$ cat src/hw/rtl/positional_list_engine_macros.svh
// Assertion helpers shared by the list engine RTL.
// Each macro expects signals named clk and rst in the using scope.
`ifndef POSITIONAL_LIST_ENGINE_MACROS_SVH
`define POSITIONAL_LIST_ENGINE_MACROS_SVH

`ifndef SYNTHESIS

// ante |-> cons, checked every rising edge outside reset
`define PLE_ASSERT_IMPL(lbl, ante, cons, msg) \
  lbl: assert property (@(posedge clk) disable iff (rst) (ante) |-> (cons)) \
    else $error(msg);

// ante |=> cons
`define PLE_ASSERT_NEXT(lbl, ante, cons, msg) \
  lbl: assert property (@(posedge clk) disable iff (rst) (ante) |=> (cons)) \
    else $error(msg);

// delayed implication from ante to cons
`define PLE_ASSERT_LAT2(lbl, ante, cons, msg) \
  lbl: assert property (@(posedge clk) disable iff (rst) (ante) |-> ##2 (cons)) \
    else $error(msg);

`else

`define PLE_ASSERT_IMPL(lbl, ante, cons, msg)
`define PLE_ASSERT_NEXT(lbl, ante, cons, msg)
`define PLE_ASSERT_LAT2(lbl, ante, cons, msg)

`endif

`endif

$ cat src/hw/rtl/ple_pkg.sv
package ple_pkg;

  // request opcodes
  typedef enum logic [2:0] {
    OP_INS_FRONT = 3'd0,
    OP_INS_END   = 3'd1,
    OP_INS_POS   = 3'd2,
    OP_DEL_POS   = 3'd3,
    OP_DEL_END   = 3'd4,
    OP_DEL_FRONT = 3'd5,
    OP_READ      = 3'd6
  } ple_op_t;

  typedef enum logic [1:0] {
    ST_OK     = 2'd0,
    ST_EMPTY  = 2'd1,
    ST_FULL   = 2'd2,
    ST_BADPOS = 2'd3
  } ple_status_t;

  // what the cell row does on the next edge
  typedef enum logic [1:0] {
    CMD_HOLD = 2'd0,
    CMD_INS  = 2'd1,
    CMD_DEL  = 2'd2,
    CMD_READ = 2'd3
  } ple_kind_t;

  typedef struct packed {
    logic        valid;
    ple_kind_t   kind;
    ple_status_t status;
  } ple_stage_t;

endpackage

$ cat src/hw/rtl/ple_cell.sv
module ple_cell
  import ple_pkg::*;
#(
  parameter int IDX_W  = 6,
  parameter int WORD_W = 32,
  parameter int SLOT   = 0
) (
  input  logic              clk,
  input  ple_kind_t         kind,
  input  logic [IDX_W-1:0]  cmd_idx,
  input  logic [WORD_W-1:0] new_word,
  input  logic [WORD_W-1:0] left_word,
  input  logic [WORD_W-1:0] right_word,
  output logic [WORD_W-1:0] word
);

  localparam logic [IDX_W-1:0] MyIdx = IDX_W'(SLOT);

  // insert: slots past the gap take the left neighbor and the gap takes the new word; delete: take the right one
  always_ff @(posedge clk) begin
    unique case (kind)
      CMD_INS: begin
        if (MyIdx > cmd_idx) begin
          word <= left_word;
        end else if (MyIdx == cmd_idx) begin
          word <= new_word;
        end
      end
      CMD_DEL: begin
        if (MyIdx >= cmd_idx) begin
          word <= right_word;
        end
      end
      default: begin
      end
    endcase
  end

endmodule

$ cat config.mk
export PLATFORM = sky130hd
export DESIGN_NAME = ple_cell
export DESIGN_NICKNAME = d
export VERILOG_FILES = /design/src/hw/rtl/positional_list_engine_macros.svh /design/src/hw/rtl/ple_pkg.sv /design/src/hw/rtl/ple_cell.sv
export SDC_FILE = /design/constraint.sdc
export NUM_CORES = 1
export LEC_CHECK = 0
export ABC_CLOCK_PERIOD_IN_PS = 7800
export BUFFER_PORTS_ARGS = -buffer_cell sky130_fd_sc_hd__buf_2
export CAP_MARGIN = 20
export CORE_MARGIN = 2
export CORE_UTILIZATION = 39
export DETAILED_ROUTE_END_ITERATION = 16
export PLACE_DENSITY = 0.94
export SYNTH_ARGS = -nofsm -noshare
export SYNTH_HDL_FRONTEND = slang
export SYNTH_SLANG_ARGS = --single-unit
$ cat constraint.sdc
create_clock -name clk -period 7.8 [get_ports clk]
set_clock_uncertainty 0.2 [all_clocks]
set_input_delay 1.17 -clock clk [delete_from_list [all_inputs] [get_ports clk]]
set_output_delay 1.17 -clock clk [all_outputs]
set_load 0.02 [all_outputs]
==> results.md <==
* Largest register FFs at 32
* TritonCTS buffer count at 5
* RSZ-0062 raised after global routing: false
* Rel. slew slack at 40.61%
* First-pass GRT wire length at 4.781 mm
* Top post-synthesis cells by count: edfxtp_1 (32), mux2_2 (28), buf_6 (4), mux2_4 (4)
* Most flop-heavy register: word
* # DRC at 0
* Post-Syn Nets at 177
* Vias in the first global route at 1107
* Final cycle utilization of the critical path at 33.85%
* DP Area at 1977 sq um
* Largest net degree at the start of global routing at 33
* Post-DP HPWL at 2.271 mm
* Vias at 1050
* Area of the mapped netlist at 1420 sq um
* CTS hold repair buffers at 0
* Syn Area/Cell at 19.72 sq um
* Top-count cell post-synth: edfxtp_1
* Min cycle time layout at 2.640 ns
* Layout cells sized above 1 at 81.77%
* Seq cells post-synth at 32
* Post-CTS setup buffers at 0
* Run status: complete, no violations
* Grt ovf at 0
* Initial antenna violation count at 0
* Setup WS pre-CTS at 4.814 ns
* Worst-path clk slew at 0.10 ns
* I/O Buffers at 104
* Router iterations before antenna repair at 3
* Startpoint Class: input pin
* Hold Fails Final Rpt at 0
* TritonCTS Sinks at 32
* Fin area at 2057 sq um
* Storage cell area at 960.9 sq um
* Via/cell ratio at 4.626
* Ys Warns at 0
* Gpl congestion at 0.6928
* Routed wire length at 2.898 mm
* P&R area growth vs syn at 44.85%
* Final worst slack at 5.160 ns
* Max frequency at 378.7 MHz
* CTS resizes at 0
* FILL cells at 282
* Final ANT Viol Nets at 0
* Tightest Hold Check Type: in -> reg
* Number of placed instances, taps included at 219
* Biggest regs: word x32
* Die width at 64.35 um
* Post-synth ARST share at 0%
* CTS H-Tree Depth at 2
* Top-area cell type share of the netlist area at 67.67%
* Leakage at 0.8924 nW
* Diodes inserted at 0
* Prevailing post-synth register cell: edfxtp_1
* IO Count at 137
* Final Setup Violations at 0
* Final Max Slew Viols at 0
* Sequential fraction of the synthesis area at 67.67%
* Number of flops mapped to enable cells by yosys at 32
* TNS Setup at 0 ns
* Maximum capacitance violations at 0
* Detailed-route wire length per cell at 12.77 um
* CTS tree: done
* Layout Utilization at 60.22%
* Initial Utilization at 41.58%
* Required @ worst endpoint at 7.58 ns
* VDD IR-drop max at 0.00009722 V
* Synth Instances at 72
* Final non-filler cell total at 227
* Netlist cell types at 8
* Num rows at 21
* Die Ht at 64.35 um
* Worst Max-Slew Pin Slew at 0.8889 ns
* Net count, final at 285
* Ranking of synthesized cells by area: edfxtp_1 (68%), mux2_2 (22%), mux2_4 (4.2%)
* Die area at 4140 sq um
* Worst Path Max Fanout at 32
* Leading area contributor after synthesis: edfxtp_1
* Clock Path Buffers at 2
* First-iteration detailed-routing DRC count at 11
* Root Driver: clkbuf_4
* WS Path Type: in -> reg
* Crit end category: flop
* Core Region at 3416 sq um
* Critical Path AT at 2.42 ns
* GRT Util Overall at 15.89%
* Power density over the cells at 173.0 nW/um^2
* Multi-input gate area at 430.4 sq um
[cells by family after synthesis]
group / after synthesis / share of synthesized area [%]
DFF: 32 / 67.67
and+or+nand+nor: 3 / 2.115
buffers and inverters: 4 / 3.172
xor gates and xnor gates: 1 / 0.6169
muxes: 32 / 26.43
[cell type report]
| type | instances | share of cell area (%) |
|---|---|---|
| clock inverters | 3 | 2.068 |
| multi-input cells | 36 | 20.92 |
| repair buffers | 105 | 25.67 |
| clock buffers | 5 | 1.825 |
| flip-flops and latches | 32 | 46.72 |
| well taps | 46 | 2.798 |
[layer usage]
| layer | track usage [%] | routed length [um] |
|---|---|---|
| met1 | 15.82 | 1060 |
| met2 | 28.26 | 1440 |
| met3 | 7.570 | 343 |
| met4 | 6.383 | 54 |
| met5 | 0 | 0 |
[where the power goes]
group	internal, W	switching (W)	total [W]
combinational	0.0000269	0.0000145	0.0000415
clock	0.0000668	0.0000556	0.000122
sequential	0.000192	0.000000287	0.000192
[final timing paths]
path,start,end,slack [ns],cells after the start
max,cmd_idx[2],word[26]$_DFFE_PP_,5.16,4
min,new_word[28],word[28]$_DFFE_PP_,0.94,2
[critical path, cell delays in order]
cell	delay, ns
buf_2	0.10
or4_4	0.53
nor4_4	0.21
buf_4	0.41
[placed cells by master, fill, tap and decap left out]
cell	n
clkinv_2	1
edfxtp_1	32
buf_2	104
buf_4	1
clkinvlp_4	1
xnor2_1	1
or4_4	1
mux2_2	28
nor2b_4	1
bufinv_16	1
nor4_4	1
clkbuf_4	5
mux2_4	4
[metrics by stage]
stage | total power, W | hold WS (ns)
4_1_cts | 0.0003615 | 0.9167
3_3_place_gp | 0.0002363 | 1.272
3_5_place_dp | 0.0002380 | 1.274
6_report | 0.0003558 | 0.9373
5_1_grt | 0.0003741 | 0.9107
2_1_floorplan | 0.0002181 | 1.187
No activity file was read; power rests on OpenSTA's default activity.
