**config.mk**
```make
export PLATFORM = sky130hd
export DESIGN_NAME = ple_ctrl
export DESIGN_NICKNAME = d
export VERILOG_FILES = /design/src/hw/rtl/positional_list_engine_macros.svh /design/src/hw/rtl/ple_pkg.sv /design/src/hw/rtl/ple_ctrl.sv
export SDC_FILE = /design/constraint.sdc
export NUM_CORES = 1
export LEC_CHECK = 0
export CAP_MARGIN = 20
export CORE_UTILIZATION = 63
export CTS_CLUSTER_SIZE = 14
export DETAILED_ROUTE_END_ITERATION = 6
export DONT_BUFFER_PORTS = 1
export PLACE_DENSITY_LB_ADDON = 0.3
export REMOVE_ABC_BUFFERS = 1
export SLEW_MARGIN = 30
export SYNTH_ARGS = -nofsm -noshare
export SYNTH_HDL_FRONTEND = slang
export SYNTH_SLANG_ARGS = --single-unit
```
**constraint.sdc**
```tcl
create_clock -name clk -period 3.91 [get_ports clk]
set_clock_uncertainty 0.15 [all_clocks]
set_input_delay 0.9775 -clock clk [delete_from_list [all_inputs] [get_ports clk]]
set_output_delay 0.9775 -clock clk [all_outputs]
set_load 0.005 [all_outputs]
```
**src/hw/rtl/positional_list_engine_macros.svh**
```systemverilog
// Assertion helpers shared by the list engine RTL.
// Each macro expects signals named clk and rst in the using scope.
`ifndef POSITIONAL_LIST_ENGINE_MACROS_SVH
`define POSITIONAL_LIST_ENGINE_MACROS_SVH

`ifndef SYNTHESIS

// ante |-> cons, checked every rising edge outside reset
`define PLE_ASSERT_IMPL(lbl, ante, cons, msg) \
  lbl: assert property (@(posedge clk) disable iff (rst) (ante) |-> (cons)) \
    else $error(msg);

// ante |=> cons
`define PLE_ASSERT_NEXT(lbl, ante, cons, msg) \
  lbl: assert property (@(posedge clk) disable iff (rst) (ante) |=> (cons)) \
    else $error(msg);

// delayed implication from ante to cons
`define PLE_ASSERT_LAT2(lbl, ante, cons, msg) \
  lbl: assert property (@(posedge clk) disable iff (rst) (ante) |-> ##2 (cons)) \
    else $error(msg);

`else

`define PLE_ASSERT_IMPL(lbl, ante, cons, msg)
`define PLE_ASSERT_NEXT(lbl, ante, cons, msg)
`define PLE_ASSERT_LAT2(lbl, ante, cons, msg)

`endif

`endif

```
**src/hw/rtl/ple_pkg.sv**
```systemverilog
package ple_pkg;

  // request opcodes
  typedef enum logic [2:0] {
    OP_INS_FRONT = 3'd0,
    OP_INS_END   = 3'd1,
    OP_INS_POS   = 3'd2,
    OP_DEL_POS   = 3'd3,
    OP_DEL_END   = 3'd4,
    OP_DEL_FRONT = 3'd5,
    OP_READ      = 3'd6
  } ple_op_t;

  typedef enum logic [1:0] {
    ST_OK     = 2'd0,
    ST_EMPTY  = 2'd1,
    ST_FULL   = 2'd2,
    ST_BADPOS = 2'd3
  } ple_status_t;

  // what the cell row does on the next edge
  typedef enum logic [1:0] {
    CMD_HOLD = 2'd0,
    CMD_INS  = 2'd1,
    CMD_DEL  = 2'd2,
    CMD_READ = 2'd3
  } ple_kind_t;

  typedef struct packed {
    logic        valid;
    ple_kind_t   kind;
    ple_status_t status;
  } ple_stage_t;

endpackage

```
**src/hw/rtl/ple_ctrl.sv**
```systemverilog
module ple_ctrl
  import ple_pkg::*;
#(
  parameter int DEPTH  = 64,
  parameter int IDX_W  = 6,
  parameter int CNT_W  = 7,
  parameter int WORD_W = 32
) (
  input  logic              clk,
  input  logic              rst,
  input  logic              req,
  input  logic [2:0]        opcode,
  input  logic [CNT_W-1:0]  position,
  input  logic [WORD_W-1:0] value,
  output ple_stage_t        stage,
  output logic [IDX_W-1:0]  stage_idx,
  output logic [WORD_W-1:0] stage_word,
  output logic [CNT_W-1:0]  stage_len
);

  localparam logic [CNT_W-1:0] Full = CNT_W'(DEPTH);

  logic [CNT_W-1:0] count;
  logic [CNT_W-1:0] count_next;
  ple_kind_t        kind_next;
  ple_status_t      status_next;
  logic [IDX_W-1:0] idx_next;
  logic [CNT_W-1:0] pos_m1;
  logic [CNT_W:0]   count_p1;
  logic             is_full;
  logic             is_empty;
  logic             pos_bad;

  assign pos_m1   = position - CNT_W'(1);
  assign count_p1 = {1'b0, count} + (CNT_W + 1)'(1);
  assign is_full  = (count == Full);
  assign is_empty = (count == '0);
  assign pos_bad  = (position == '0) || (position > count);

  always_comb begin
    kind_next   = CMD_HOLD;
    status_next = ST_OK;
    idx_next    = '0;
    count_next  = count;
    unique case (opcode)
      OP_INS_FRONT: begin
        if (is_full) begin
          status_next = ST_FULL;
        end else begin
          kind_next  = CMD_INS;
          count_next = count + CNT_W'(1);
        end
      end
      OP_INS_END: begin
        if (is_full) begin
          status_next = ST_FULL;
        end else begin
          kind_next  = CMD_INS;
          idx_next   = count[IDX_W-1:0];
          count_next = count + CNT_W'(1);
        end
      end
      OP_INS_POS: begin
        if (is_full) begin
          status_next = ST_FULL;
        end else if (position == '0) begin
          status_next = ST_BADPOS;
        end else if (is_empty) begin
          // any nonzero position lands at the front of an empty list
          kind_next  = CMD_INS;
          count_next = count + CNT_W'(1);
        end else if ({1'b0, position} > count_p1) begin
          status_next = ST_BADPOS;
        end else begin
          kind_next  = CMD_INS;
          idx_next   = pos_m1[IDX_W-1:0];
          count_next = count + CNT_W'(1);
        end
      end
      OP_DEL_POS, OP_READ: begin
        if (is_empty) begin
          status_next = ST_EMPTY;
        end else if (pos_bad) begin
          status_next = ST_BADPOS;
        end else if (opcode == OP_READ) begin
          kind_next = CMD_READ;
          idx_next  = pos_m1[IDX_W-1:0];
        end else begin
          kind_next  = CMD_DEL;
          idx_next   = pos_m1[IDX_W-1:0];
          count_next = count - CNT_W'(1);
        end
      end
      OP_DEL_END: begin
        // tail slot simply drops out of range, cells untouched
        if (is_empty) begin
          status_next = ST_EMPTY;
        end else begin
          count_next = count - CNT_W'(1);
        end
      end
      OP_DEL_FRONT: begin
        if (is_empty) begin
          status_next = ST_EMPTY;
        end else begin
          kind_next  = CMD_DEL;
          count_next = count - CNT_W'(1);
        end
      end
      default: begin
      end
    endcase
  end

  always_ff @(posedge clk) begin
    if (rst) begin
      count        <= '0;
      stage.valid  <= 1'b0;
      stage.kind   <= CMD_HOLD;
    end else begin
      stage.valid <= req;
      stage.kind  <= req ? kind_next : CMD_HOLD;
      if (req) begin
        count <= count_next;
      end
    end
    // payload needs no reset; it only matters while valid
    if (req) begin
      stage.status <= status_next;
      stage_idx    <= idx_next;
      stage_word   <= value;
      stage_len    <= count_next;
    end
  end

endmodule

```
==> impl_results.md <==
- Cts bufs inserted: 9
- Maximum clock path buffer count: 2
- Total negative setup slack: 0 ns
- R2r endpoint: stage_len[6]
- First-pass iteration count of the detailed router: 5
- Cell Pwr Density: 438.0 nW/um2
- Fmax: 0.2804 GHz
- N_diodes: 0
- RSZ-0062 raised after global routing: no
- Nets: 356
- Hold Crit Class: register to register
- Largest net degree at the start of global routing: 60
- Area of the mapped netlist: 3139 um2
- Die Ht: 72.59 um
- Crit. Startpoint: count[3]
- Status: finished clean
- Slew margin rel.: 51.88%
- Worst slew pin tran: 0.7159 ns
- Antenna-violating nets left: 0
- CTS H-tree depth: 3
- Critical path peak fanout: 9
- Initial Utilization: 66.03%
- Async SR Flop Fraction: 0%
- CP startpoint kind: register
- Post-synth EDFFs: 47
- YS warnings: 0
- Global Route Usage Sum: 28.85%
- Final Hold Fails: 0
- CTS Sinks: 57
- R2R Setup Slk: 0.34 ns
- IO Count: 95
- Setup crit end: stage_len[6]
- R2r startpoint: count[3]
- Iteration-0 DRC Markers: 208
- WS Path Type: register to register
- Clock slew at reported path FFs: 0.07 ns
- Die W: 72.59 um
- Vias post-DR: 2364
- Vias in the first global route: 2214
- R2R cell count: 13
- Yosys reg bits: 57
- Clk root buf: clkbuf_8
- Sequential area share after synthesis: 51.34%
- Slew Limit Fails: 0
- Max Cap Violations: 0
- Dpl hpwl: 5264 um
- Critical Path RT: 3.82 ns
- Max VDD drop: 0.0001889 V
- Die ar.: 5269 um2
- Share of layout cells above drive strength 1: 12.16%
- Final wirelength: 7182 um
- Core box area: 4755 um2
- Final setup vio count: 0
- Dpl ws: 0.3764 ns
- CP Capture Type: register
- TritonCTS clock tree: done
- Total grt overflow: 0
- # hold bufs at CTS: 0
- Yosys cell types: 60
- Minimum clock period: 3.566 ns
- Clock Latency Late Sink: 0.32 ns
- Antenna violations before repair: 0
- Tot Pwr: 1.487 mW
- P_leak: 1.241 nW
- Post-Syn Instances: 285
- Avg Inst Size Synth: 11.01 um2
- Area grow syn2layout: 8.131%
- Vias per cell: 6.512
- Post-CTS setup buffers: 0
- Post-cts repair resize count: 0
- Wire length per cell: 19.79 um
- Gpl congestion: 1.005
- First-pass GRT wire length: 11300 um
- CP Data Arrival Time: 3.47 ns
- Hold_ws: 0.4933 ns
- Port buffer count: 0
- Site Rows: 25
- Setup slack after layout: 0.3441 ns
- Final period util: 91.20%
- Residual DRC: 0
- Ys flop type: edfxtp_1
[report_power, final]
group	leakage [nW]	internal, mW	switching, mW	total, mW
sequential	0.549	0.718	0.0303	0.748
combinational	0.608	0.113	0.168	0.281
clock	0.0850	0.228	0.230	0.457
total	1.24	1.06	0.428	1.49
[per-layer routing]
layer  global-route usage [%]  up-vias  share of wire, %
met5                        0        -                 0
met4                    11.55        0               2.8
met3                    7.044       24                10
met2                    44.86      167                46
met1                    39.12     1082                41
li1                         -     1091                 -
[cells in the mapped netlist (all sizes together) (3+ instances only)]
master | instances | area share [%]
o221ai | 3 | 0.84
nand2 | 27 | 3.3
xnor2 | 9 | 2.5
and3 | 4 | 0.80
o21a | 5 | 1.2
o32ai | 3 | 0.84
dfxtp | 10 | 6.4
a311oi | 3 | 0.84
nand3 | 8 | 1.3
o211a | 3 | 0.96
clkbuf | 10 | 1.2
a211oi | 4 | 1.1
and2 | 3 | 0.68
o22ai | 4 | 0.80
o2111a | 4 | 1.4
inv | 14 | 1.7
nand4 | 3 | 0.60
nor2b | 8 | 1.6
a21oi | 14 | 2.2
nor2 | 18 | 2.3
nor3 | 7 | 1.6
edfxtp | 47 | 45
ha | 20 | 8.0
o21ai | 13 | 2.1
a21o | 5 | 1.2
[cell type report]
| type | instances | area (um2) |
|---|---|---|
| Multi-Input combinational cell | 201 | 1419 |
| Clock buffer | 9 | 123.9 |
| Sequential cell | 57 | 1612 |
| Timing Repair Buffer | 7 | 52.55 |
| Inverter | 15 | 56.30 |
| Tap cell | 67 | 83.83 |
| Clock inverter | 7 | 47.55 |
| Fill cell | 373 | 1360 |
[worst min path at each step]
| stage | start | endpoint | depth (start not counted) |
|---|---|---|---|
| 2_1_floorplan | count[5] | count[5] | 2 |
| 3_3_place_gp | count[5] | count[5] | 2 |
| 3_5_place_dp | count[5] | count[5] | 2 |
| 4_1_cts | count[5] | count[5] | 2 |
| 5_1_grt | count[5] | count[5] | 2 |
| 6_report | count[5] | count[5] | 2 |
[flip-flops by register name, summed over array words and instances (netlist names)]
| signal | flops |
|---|---|
| stage_len | 7 |
| stage_word | 32 |
| stage_idx | 6 |
| stage | 5 |
| count | 7 |
[cell families after synthesis]
group | count (synthesis) | share of synthesized area, %
AO/OA/AOI/OAI | 80 | 18.73
XOR/XNOR | 11 | 3.069
adder cells (fa/ha/maj) | 20 | 7.971
buffers and inverters | 27 | 3.467
flip-flops | 57 | 51.34
multiplexers | 1 | 0.3189
AND/OR/NAND/NOR | 89 | 15.11
[cells in the final DEF (no fill, tap or decap), types with 5 or more instances in the layout]
master / count
nor2b_1: 8
edfxtp_1: 47
nand2_1: 26
xnor2_1: 9
ha_1: 20
o21ai_0: 13
clkbuf_8: 9
dfxtp_1: 10
nor3_1: 5
a21o_1: 5
o21a_1: 5
buf_4: 7
nand3_1: 8
nor2_1: 16
inv_1: 14
a21oi_1: 14
[critical path: stages (launching register included)]
cell and delay [ns]:
dfxtp_1 0.49, clkinv_1 0.15, nor3_1 0.18, nand3_1 0.11, xnor2_1 0.25, ha_1 0.29
a21o_1 0.18, a221o_1 0.35, o21a_1 0.25, a211oi_1 0.25, buf_4 0.17, o211a_1 0.18
nor2b_1 0.19, o221ai_1 0.12
[per-stage QoR]
step                util, %  cell area [um2]  instances
detailed placement    67.79             3223        347
global placement      67.79             3223        347
finish                71.39             3395        363
global route          71.39             3395        363
floorplan                 -             3087        273
CTS                   71.39             3395        363
Power figures use the tool's default switching activity.
